<file path="config.mk">
export PLATFORM = sky130hd
export DESIGN_NAME = lcg48_bounded_random_int_flat
export DESIGN_NICKNAME = d
export VERILOG_FILES = /design/src/hdl/lcgbri_pkg.sv /design/src/hdl/lcgbri_if.sv /design/src/hdl/lcgbri_alu.sv /design/src/hdl/lcg48_bounded_random_int.sv /design/src/flat_wrapper.sv
export SDC_FILE = /design/constraint.sdc
export NUM_CORES = 2
export LEC_CHECK = 0
export ABC_AREA = 1
export BUFFER_PORTS_ARGS = -buffer_cell sky130_fd_sc_hd__clkbuf_2
export CORE_MARGIN = 2
export CORE_UTILIZATION = 35
export DETAILED_ROUTE_END_ITERATION = 10
export GPL_TIMING_DRIVEN = 0
export MAX_ROUTING_LAYER = met4
export PLACE_DENSITY = 0.46
export SYNTH_ARGS = -nofsm -noshare
export SYNTH_HDL_FRONTEND = slang
export SYNTH_SLANG_ARGS = --single-unit
</file>
<file path="constraint.sdc">
create_clock -name clk -period 9.7 [get_ports clk]
set_clock_uncertainty 0.2 [all_clocks]
set_input_delay 0.97 -clock clk [delete_from_list [all_inputs] [get_ports clk]]
set_output_delay 0.97 -clock clk [all_outputs]
set_load 0.05 [all_outputs]
</file>
<file path="src/hdl/lcgbri_pkg.sv">
// Package with the constants and shared types of the bounded 48-bit LCG random block.
package lcgbri_pkg;

  localparam int STATE_W    = 48;
  localparam int VAL_W      = 31;
  localparam int MULT_BITS  = 35;
  localparam int CNT_W      = 6;
  localparam int DRAW_SHIFT = 17;

  localparam logic [MULT_BITS-1:0] LCG_MULT = 35'h5DEECE66D;
  localparam logic [STATE_W-1:0]   LCG_INC  = 48'hB;

  // Request to the shared adder: a + b, or a - b when sub is set.
  typedef struct packed {
    logic [STATE_W-1:0] a;
    logic [STATE_W-1:0] b;
    logic               sub;
  } alu_req_t;

  typedef struct packed {
    logic [STATE_W-1:0] sum;
  } alu_rsp_t;

endpackage

</file>
<file path="src/hdl/lcgbri_if.sv">
// Valid/ready channel interfaces for the bound input and the random result.
interface lcgbri_in_if;
  logic                           valid;
  logic                           ready;
  logic [lcgbri_pkg::VAL_W-1:0]   upper_bound;

  modport source (output valid, output upper_bound, input ready);
  modport sink   (input valid, input upper_bound, output ready);
endinterface

interface lcgbri_out_if;
  logic                           valid;
  logic                           ready;
  logic [lcgbri_pkg::VAL_W-1:0]   random_value;
  logic                           bound_error;

  modport source (output valid, output random_value, output bound_error, input ready);
  modport sink   (input valid, input random_value, input bound_error, output ready);
endinterface

</file>
<file path="src/hdl/lcgbri_alu.sv">
// Shared 48-bit adder/subtractor used by every arithmetic step of the sequencer except the power-of-two scaling.
module lcgbri_alu (
  input  lcgbri_pkg::alu_req_t req,
  output lcgbri_pkg::alu_rsp_t rsp
);

  logic [lcgbri_pkg::STATE_W-1:0] b_eff;

  assign b_eff   = req.sub ? ~req.b : req.b;
  assign rsp.sum = req.a + b_eff + lcgbri_pkg::STATE_W'(req.sub);

endmodule

</file>
<file path="src/hdl/lcg48_bounded_random_int.sv">
// Top level of the bounded random integer generator built on a 48-bit LCG.
//
// Usage: the block takes one bound per beat on in_ch and returns one beat on
// out_ch carrying random_value (0 .. bound-1) and bound_error. A write on
// cfg_we/cfg_wdata reseeds the generator with (seed XOR 0x5DEECE66D); it is
// meant to be issued only while no bound is in flight.
//
// Sequence: a bound of zero or one goes straight to the hand-off and does not
// step the generator. Every generator step runs a shift-add multiply over the
// 35 bits of the multiplier and then the increment, all on the single shared
// 48-bit adder. A power-of-two bound adds a scaling step and the hand-off.
// Other bounds add a restoring remainder over the 31 bits of the draw and a
// subtract-then-add rejection test on the same adder before the hand-off, and
// a rejected draw repeats the generator step, the remainder and the test.
// in_ch is ready only while idle, so no new bound is taken before the last
// result has been handed off.
//
// Reset loads the generator with the state of a zero seed and empties the
// output register. When the receiver stalls, the finished result waits in
// the sequencer until the output register frees, and no new bound is taken.
module lcg48_bounded_random_int (
  input  logic                               clk,
  input  logic                               rst_n,
  input  logic                               cfg_we,
  input  logic [lcgbri_pkg::STATE_W-1:0]     cfg_wdata,
  lcgbri_in_if.sink                          in_ch,
  lcgbri_out_if.source                       out_ch
);

  typedef enum logic [2:0] {
    ST_IDLE,
    ST_MUL,
    ST_INC,
    ST_POW,
    ST_DIV,
    ST_CHK_SUB,
    ST_CHK_ADD,
    ST_DONE
  } state_t;

  localparam logic [lcgbri_pkg::STATE_W-1:0] SEED_XOR =
    lcgbri_pkg::STATE_W'(lcgbri_pkg::LCG_MULT);

  state_t                            state_r;
  logic [lcgbri_pkg::STATE_W-1:0]    lcg_r;
  logic [lcgbri_pkg::STATE_W-1:0]    acc_r;
  logic [lcgbri_pkg::CNT_W-1:0]      cnt_r;
  logic [lcgbri_pkg::VAL_W-1:0]      bound_r;
  logic [lcgbri_pkg::VAL_W-1:0]      bits_r;
  logic [lcgbri_pkg::VAL_W-1:0]      result_r;
  logic                              err_r;
  logic                              pow_r;
  logic                              out_valid_r;
  logic [lcgbri_pkg::VAL_W-1:0]      out_value_r;
  logic                              out_err_r;

  lcgbri_pkg::alu_req_t              alu_req;
  lcgbri_pkg::alu_rsp_t              alu_rsp;

  logic                              in_fire;
  logic                              out_free;
  logic                              in_pow;
  logic                              reject;
  logic [2*lcgbri_pkg::VAL_W-1:0]    scaled;

  lcgbri_alu u_alu (
    .req (alu_req),
    .rsp (alu_rsp)
  );

  assign in_ch.ready         = (state_r == ST_IDLE);
  assign in_fire             = in_ch.valid && in_ch.ready;
  assign out_free            = !out_valid_r || out_ch.ready;
  assign out_ch.valid        = out_valid_r;
  assign out_ch.random_value = out_value_r;
  assign out_ch.bound_error  = out_err_r;

  // A bound with a single bit set takes the scaled path instead of the remainder.
  assign in_pow = ((in_ch.upper_bound & (in_ch.upper_bound - lcgbri_pkg::VAL_W'(1))) == '0);

  // Power-of-two scaling: (bound * bits) >> 31.
  assign scaled = (2*lcgbri_pkg::VAL_W)'(bound_r) * (2*lcgbri_pkg::VAL_W)'(bits_r);

  // The draw is rejected when q*bound + bound - 1 reaches bit 31, that is
  // when (bits - val) + bound is strictly above 2^31.
  assign reject = alu_rsp.sum[31] && (alu_rsp.sum[30:0] != '0);

  // Operand selection for the shared adder in each step of the sequence.
  always_comb begin
    alu_req = '0;
    case (state_r)
      ST_MUL: begin
        alu_req.a   = {acc_r[lcgbri_pkg::STATE_W-2:0], 1'b0};
        alu_req.b   = lcgbri_pkg::LCG_MULT[cnt_r] ? lcg_r : '0;
        alu_req.sub = 1'b0;
      end
      ST_INC: begin
        alu_req.a   = acc_r;
        alu_req.b   = lcgbri_pkg::LCG_INC;
        alu_req.sub = 1'b0;
      end
      ST_DIV: begin
        alu_req.a   = {16'b0, acc_r[30:0], bits_r[cnt_r[4:0]]};
        alu_req.b   = {17'b0, bound_r};
        alu_req.sub = 1'b1;
      end
      ST_CHK_SUB: begin
        alu_req.a   = {17'b0, bits_r};
        alu_req.b   = acc_r;
        alu_req.sub = 1'b1;
      end
      ST_CHK_ADD: begin
        alu_req.a   = acc_r;
        alu_req.b   = {17'b0, bound_r};
        alu_req.sub = 1'b0;
      end
      default: begin
        alu_req = '0;
      end
    endcase
  end

  always_ff @(posedge clk) begin
    if (!rst_n) begin
      state_r     <= ST_IDLE;
      lcg_r       <= SEED_XOR;
      out_valid_r <= 1'b0;
      acc_r       <= '0;
      cnt_r       <= '0;
    end else begin
      // In ST_DONE the hand-off below decides the output register instead.
      if (out_valid_r && out_ch.ready && state_r != ST_DONE) begin
        out_valid_r <= 1'b0;
      end

      case (state_r)
        ST_IDLE: begin
          if (in_fire) begin
            bound_r  <= in_ch.upper_bound;
            pow_r    <= in_pow;
            result_r <= '0;
            err_r    <= (in_ch.upper_bound == '0);
            if (in_ch.upper_bound == '0 || in_ch.upper_bound == lcgbri_pkg::VAL_W'(1)) begin
              state_r <= ST_DONE;
            end else begin
              acc_r   <= '0;
              cnt_r   <= lcgbri_pkg::CNT_W'(lcgbri_pkg::MULT_BITS - 1);
              state_r <= ST_MUL;
            end
          end
        end

        // Horner-style multiply: one multiplier bit per cycle, MSB first.
        ST_MUL: begin
          acc_r <= alu_rsp.sum;
          if (cnt_r == '0) begin
            state_r <= ST_INC;
          end else begin
            cnt_r <= cnt_r - lcgbri_pkg::CNT_W'(1);
          end
        end

        ST_INC: begin
          if (!cfg_we) begin
            lcg_r <= alu_rsp.sum;
          end
          bits_r <= alu_rsp.sum[lcgbri_pkg::STATE_W-1:lcgbri_pkg::DRAW_SHIFT];
          if (pow_r) begin
            state_r <= ST_POW;
          end else begin
            acc_r   <= '0;
            cnt_r   <= lcgbri_pkg::CNT_W'(lcgbri_pkg::VAL_W - 1);
            state_r <= ST_DIV;
          end
        end

        ST_POW: begin
          result_r <= scaled[2*lcgbri_pkg::VAL_W-1:lcgbri_pkg::VAL_W];
          state_r  <= ST_DONE;
        end

        // Restoring remainder: keep the difference unless it went negative.
        ST_DIV: begin
          if (alu_rsp.sum[lcgbri_pkg::STATE_W-1]) begin
            acc_r <= {16'b0, alu_req.a[31:0]};
          end else begin
            acc_r <= alu_rsp.sum;
          end
          if (cnt_r == '0) begin
            state_r <= ST_CHK_SUB;
          end else begin
            cnt_r <= cnt_r - lcgbri_pkg::CNT_W'(1);
          end
        end

        ST_CHK_SUB: begin
          result_r <= acc_r[lcgbri_pkg::VAL_W-1:0];
          acc_r    <= alu_rsp.sum;
          state_r  <= ST_CHK_ADD;
        end

        ST_CHK_ADD: begin
          if (reject) begin
            acc_r   <= '0;
            cnt_r   <= lcgbri_pkg::CNT_W'(lcgbri_pkg::MULT_BITS - 1);
            state_r <= ST_MUL;
          end else begin
            state_r <= ST_DONE;
          end
        end

        ST_DONE: begin
          if (out_free) begin
            out_valid_r <= 1'b1;
            out_value_r <= result_r;
            out_err_r   <= err_r;
            state_r     <= ST_IDLE;
          end
        end

        default: begin
          state_r <= ST_IDLE;
        end
      endcase

      if (cfg_we) begin
        lcg_r <= cfg_wdata ^ SEED_XOR;
      end
    end
  end

  // The running remainder never reaches the bound.
  assert property (@(posedge clk) disable iff (!rst_n)
    (state_r == ST_DIV) |-> (acc_r[47:31] == '0) && (acc_r[30:0] < bound_r))
    else $error("remainder out of range during division");

  // A finished result always lies below its bound unless the bound was zero.
  assert property (@(posedge clk) disable iff (!rst_n)
    (state_r == ST_DONE && !err_r) |-> (result_r < bound_r))
    else $error("result not below bound");

  // An error beat carries a zero value.
  assert property (@(posedge clk) disable iff (!rst_n)
    (out_valid_r && out_err_r) |-> (out_value_r == '0))
    else $error("bound error with nonzero value");

  // The generator does not move while a result waits to be handed off.
  assert property (@(posedge clk) disable iff (!rst_n)
    (state_r == ST_DONE && !cfg_we) |=> $stable(lcg_r))
    else $error("generator state changed while holding a result");

  // The multiply counter stays within the multiplier width.
  assert property (@(posedge clk) disable iff (!rst_n)
    (state_r == ST_MUL) |-> (cnt_r < lcgbri_pkg::CNT_W'(lcgbri_pkg::MULT_BITS)))
    else $error("multiply bit counter out of range");

endmodule

</file>
<file path="src/flat_wrapper.sv">
// flat-port wrapper written by rule: the top's interface ports become plain ports
module lcg48_bounded_random_int_flat 
  (clk, rst_n, cfg_we, cfg_wdata, in_ch_valid, in_ch_upper_bound, in_ch_ready, out_ch_valid, out_ch_random_value, out_ch_bound_error, out_ch_ready);
  lcgbri_in_if in_ch_i ();
  lcgbri_out_if out_ch_i ();
  input  logic clk;
  input  logic rst_n;
  input  logic cfg_we;
  input  logic [lcgbri_pkg::STATE_W-1:0] cfg_wdata;
  input wire logic [$bits(in_ch_i.valid)-1:0] in_ch_valid;
  input wire logic [$bits(in_ch_i.upper_bound)-1:0] in_ch_upper_bound;
  output wire logic [$bits(in_ch_i.ready)-1:0] in_ch_ready;
  output wire logic [$bits(out_ch_i.valid)-1:0] out_ch_valid;
  output wire logic [$bits(out_ch_i.random_value)-1:0] out_ch_random_value;
  output wire logic [$bits(out_ch_i.bound_error)-1:0] out_ch_bound_error;
  input wire logic [$bits(out_ch_i.ready)-1:0] out_ch_ready;
  assign in_ch_i.valid = in_ch_valid;
  assign in_ch_i.upper_bound = in_ch_upper_bound;
  assign in_ch_ready = in_ch_i.ready;
  assign out_ch_valid = out_ch_i.valid;
  assign out_ch_random_value = out_ch_i.random_value;
  assign out_ch_bound_error = out_ch_i.bound_error;
  assign out_ch_i.ready = out_ch_ready;
  lcg48_bounded_random_int u_core (.clk(clk), .rst_n(rst_n), .cfg_we(cfg_we), .cfg_wdata(cfg_wdata), .in_ch(in_ch_i), .out_ch(out_ch_i));
endmodule
</file>
# == Yosys cells after proc, flatten, opt, wreduce, memory -nomap -nowiden ==
# Memory sizes are Yosys's and may differ from the RTL's. A register that Yosys moved wholly into a read port is not among the register bits.
# Index checks and enable logic that the tools add are counted.
# totals
register_bits,233
romBits,64
inputBits,84
mem_count,1
# classes
n_addsub,4
mul,1
order_cmp,2
n_eq_ne,17
n_mux,35
n_bitwise,3
reduce_logical,25
# mem_list
name,words,word_bits,read_ports,rd_ports_with_merged_regs,write_ports,line,source
(name not given),64,1,1,1,0,lcg48_bounded_random_int.sv:94,alu_req.b = lcgbri_pkg::LCG_MULT[cnt_r] ? lcg_r : '0;
# op_table
operator,n
case mux 97 bit (5 select lines),1
2-to-1 mux 48 bit,8
case mux 48 bit (5 select lines),1
case mux 31 bit (3 select lines),1
logical NOT 31 bit,2
multiplier 31 x 31 -> 62 bit,1
adder 48 x 1 -> 48 bit,1
adder 48 bit,1
NOT 48 bit,1
2-to-1 mux 47 bit,1
2-to-1 mux 6 bit,7
AND 31 bit,1
"equality test 31 x 1 -> 1 bit, second input constant",1
2-to-1 mux 31 bit,1
nonzero test 31 bit,1
"subtractor 31 x 1 -> 31 bit, second input constant",1
case mux 3 bit (8 select lines),1
case mux 6 bit (4 select lines),1
NOT 23 bit,1
2-to-1 mux 3 bit,7
"equality test 3 bit, second input constant",4
AND reduction 3 bit,3
"inequality test 2 x 1 -> 1 bit, second input constant",4
"inequality test 2 bit, second input constant",4
22 further kinds,32

# == Logic depth before layout (Yosys ltp) ==
# depth
word_depth,14
depth_mapped,43
ltp_nobuf,43

# == By module ==
# Synthesis repeated with hierarchy kept, for this count alone.
# hier_totals
cells_unflattened,6391
area_unflattened_um2,47753.3
# by_module_without_submodules
module,n_inst,cells_each,area_per_inst_um2,seq_area_each_um2
lcg48_bounded_random_int,1,5498,43146.4,5955.7
lcgbri_alu,1,893,4606.9,0.0

# == Worst setup path after synthesis ==
# No wires, ideal clock.
# synth_timing
path_type,register -> register
startpoint,register u_core.bits_r[4] in the netlist's numbering
endpoint,"register u_core.result_r[29] in the netlist's numbering, data pin"
setup_time_ns,0.258
t_arrival_ns,6.867
required_ns,9.242
path_slack_ns,2.375
path_stages_with_launch,32
period_less_slack_ns,7.325
cell_sequence,edfxtp_1 > clkbuf_1 > clkbuf_1 > nand2_1 > fa_1 > inv_1 > fa_1 > fa_1 > inv_1 > fa_1 > inv_1 > fa_1 > fa_1 > fa_1 > inv_1 > fa_1 > inv_1 > ha_1 > nand2_1 > nor2_1 > inv_1 > nor4_1 > nand3b_1 > nand3_1 > nand4_1 > o211ai_1 > a311o_1 > nand3_1 > nand3_1 > a21oi_1 > o21ai_0 > nand2_1
# synth_via
elab_chain_cells,2
# synth_rtl
element,line,source
"start, declared",lcg48_bounded_random_int.sv:49,logic [lcgbri_pkg::VAL_W-1:0] bits_r;
"start signal, assigned",lcg48_bounded_random_int.sv:167,bits_r <= alu_rsp.sum[lcgbri_pkg::STATE_W-1:lcgbri_pkg::DRAW_SHIFT];
multiplier 31 x 31 -> 62 bit,lcg48_bounded_random_int.sv:82,assign scaled = (2*lcgbri_pkg::VAL_W)'(bound_r) * (2*lcgbri_pkg::VAL_W)'(bits_r);
case mux 31 bit (3 select lines),lcg48_bounded_random_int.sv:136,case (state_r)
"end signal, assigned",lcg48_bounded_random_int.sv:178,result_r <= scaled[2*lcgbri_pkg::VAL_W-1:lcgbri_pkg::VAL_W];
"end signal, assigned",lcg48_bounded_random_int.sv:197,result_r <= acc_r[lcgbri_pkg::VAL_W-1:0];
"end, declared",lcg48_bounded_random_int.sv:50,logic [lcgbri_pkg::VAL_W-1:0] result_r;
# Every way passes these cells.
# A chain may end at the register's enable or synchronous reset.

# == Worst setup path in the final report ==
# layout_timing
startpoint,register u_core.bits_r[21] in the netlist's numbering
endpoint,"register u_core.result_r[30] in the netlist's numbering, data pin"
# Same word-level chain as after synthesis.

==> flow_metrics.tcl <==
set metrics [dict create \
    status "finished, violations left" \
    violations "max-capacitance violations, max-slew violations" \
    ys_ff_latch 234 \
    gp_congestion 0.995 \
    vias_per_cell 5.10 \
    drtIter0Drc 3692 \
    min_period_ns 9.65 \
    worstSetupPathType "flip-flop to flip-flop" \
    netlist_area_um2 45700 \
    fill_cells 13800 \
    end_kind "flip-flop" \
    maxCapViolations 1 \
    critPathBufInv 11 \
    dieArea_um2 134000 \
    area_delta_synth_final_pct 9.05 \
    cpMostUsedCell "inv_1" \
    tightest_slew_ns 1.52 \
    root_buffer "clkbuf_16" \
    cts_buffer_depth 3 \
    drc 0 \
    routed_wl_mm 204 \
    grt_pass1_vias 41100 \
    die_w_um 365 \
    postLayoutCoreUtil_pct 38.5 \
    initial_core_util_pct 35.3 \
    slew_headroom_pct -1.94 \
    rr_worst_depth 32 \
    setup_ws_ns 0.0476 \
    setup_tns_ns 0 \
    worstReg2RegEnd "u_core.result_r[30]" \
    hp-class "flip-flop to flip-flop" \
    hp-start "u_core.result_r[29]" \
    drive_above_1_share_pct 5.84 \
    regToRegStartpoint "u_core.bits_r[21]" \
    synthTopCellsByArea "fa_1, nand2_1, inv_1" \
    synth_top_cell_by_area "fa_1" \
    numPortBuffers 115 \
    fmax_mhz 104 \
    cts_htree_levels 1 \
    synth.most_common_cell "nand2_1" \
    crit_path_start_kind "flip-flop" \
    grt_overflow 0 \
    finalMaxSlewViolations 10 \
    clk_pin_slew_worst_paths_ns 0.07 \
    rrSetupSlack_ns 0.05 \
    nNetsFinal 7314 \
    cp_slowest_cell "fa_1" \
    gr-usage-all-layers_pct 31.9 \
    syn_avg_cell_area_um2 7.70 \
    hold_end "u_core.out_ch.random_value[29]" \
    postRouteAntennaNets 0 \
    grt_max_degree 26 \
    synth_commonest_cells "nand2_1, inv_1, fa_1, ha_1, clkbuf_1" \
    yosys.area.top_type_share_pct 36.7 \
    syn_inst 5935 \
    rows 132 \
    core_um2 129000 \
    async_flop_share_pct 0 \
    required_ns 9.84 \
    finalHoldViolations 0 \
    yosysUniqueCellTypes 58 \
    first_pass_iters 6 \
    antenna_found_initial 9 \
    post-route-period-util_pct 99.5 \
    clk_latency_ns 0.58 \
    setup_viol 0 \
    die_h_um 365 \
    multiInputGateArea_um2 32900 \
    cts_made_buffers 26 \
    crit_arrival_ns 9.79 \
    seqCellArea_um2 5960 \
    seq_area_frac_synth_pct 13.0 \
    worst_path_dominant_cell_family "adder cells" \
    cts_tree "yes" \
    post_drt_wl_per_cell_um 25.9 \
    dr_total_vias 40100 \
    hold_depth 0 \
    ios 118 \
    ys.flop_type "edfxtp_1" \
    clock-sinks 234 \
    crit_fanout 10 \
    grt_pass1_wl_mm 294 \
    hpwl_mm 171 \
    post-place-ws_ns -0.957 \
    crit_path_start "u_core.bits_r[21]" \
    synth_fp_nets 7158 \
    cts_hold_buf 0 \
    ys_warn_count 0 \
    synth_edf_count 127 \
    cp_slowest_stage_delay_ns 0.64 \
]
## layer usage
metal	track usage (%)	vias to the layer above	share of wire, %
met5	-	-	0
met4	12.3	0	4.9
met3	3.88	334	7.2
met2	50.0	1694	45
met1	42.2	20200	43
li1	-	17900	-
## what timing repair did
action                     4_1_cts  5_1_grt
setup endpoints to repair       20       13
buffers inserted                 5       11
resized for setup               45      154
## area by class of cell
class | count | share of cell area, %
Sequential cell | 234 | 11.9
Multi-Input combinational cell | 3866 | 65.9
Clock buffer | 29 | 1.37
Antenna cell | 5 | 0.0251
Clock inverter | 19 | 0.520
Inverter | 1553 | 11.7
Buffer | 270 | 2.41
Tap cell | 1742 | 4.37
Timing Repair Buffer | 140 | 1.74
## flip-flops by register name, indices dropped and copies added (netlist names), 3 cells and up, named ones only
register                    count
u_core.acc_r                   48
u_core.lcg_r                   48
u_core.bits_r                  31
u_core.bound_r                 31
u_core.out_ch.random_value     31
u_core.result_r                31
u_core.cnt_r                    6
u_core.state_r                  3
## cells by family (layout without fill, tap and decap cells)
kind of cell	count (synthesis)	in the layout	share of synthesized area [%]
flip-flops	234	234	13.0
buffers and inverters	1835	2011	15.2
AO/OA/AOI/OAI	568	568	7.34
AND/OR/NAND/NOR	2087	2087	18.1
other	0	5	0
XOR/XNOR	70	70	1.38
adder cells (fa/ha/maj)	1141	1141	45.0
## worst max path at each step
| stage | end | slack, ns | cells after the start |
|---|---|---|---|
| finish | u_core.result_r[30] | 0.05 | 32 |
| global route | u_core.result_r[30] | -0.01 | 29 |
| CTS | u_core.result_r[30] | 0.001 | 29 |
| detailed placement | u_core.result_r[30] | -0.96 | 30 |
| global placement | u_core.result_r[30] | -1.10 | 30 |
| floorplan | u_core.result_r[29] | 2.38 | 31 |
## cell usage in the layout, fill, tap and decap left out, types with 13 or more instances in the layout
master	count
a21oi_1	214
a31oi_1	58
buf_2	13
buf_4	26
clkbuf_1	146
clkbuf_16	27
clkbuf_2	207
dfxtp_1	107
edfxtp_1	127
fa_1	837
ha_1	302
inv_1	1539
inv_2	14
nand2_1	1661
nand3_1	122
nand3b_1	13
nand4_1	22
nor2_1	207
nor3_1	17
o2111ai_1	23
o211ai_1	21
o21a_1	14
o21ai_0	137
o221ai_1	18
o22ai_1	39
xor2_1	58
## worst register-to-register path: cells and delay by family, from the launching register on
kind / cells / cell delay, ns
xor+xnor: 1 / 0.20
simple gates: 1 / 0.13
compound gates: 10 / 2.47
fa+ha+maj: 9 / 4.22
buf+inv: 11 / 1.91
flops: 1 / 0.32
## through the flow
step                      cells  hold slack [ns]  area (um2)
final                      7858            0.220       49800
after global routing       7856            0.226       49800
after global placement     7792            0.203       48500
after floorplan            5935            0.200       45700
after CTS                  7846            0.216       49700
after detailed placement   7800            0.205       48600
Power is left out: the tool's default activity adds up to more than one toggle a clock period on the data nets, which glitch-free logic cannot reach.
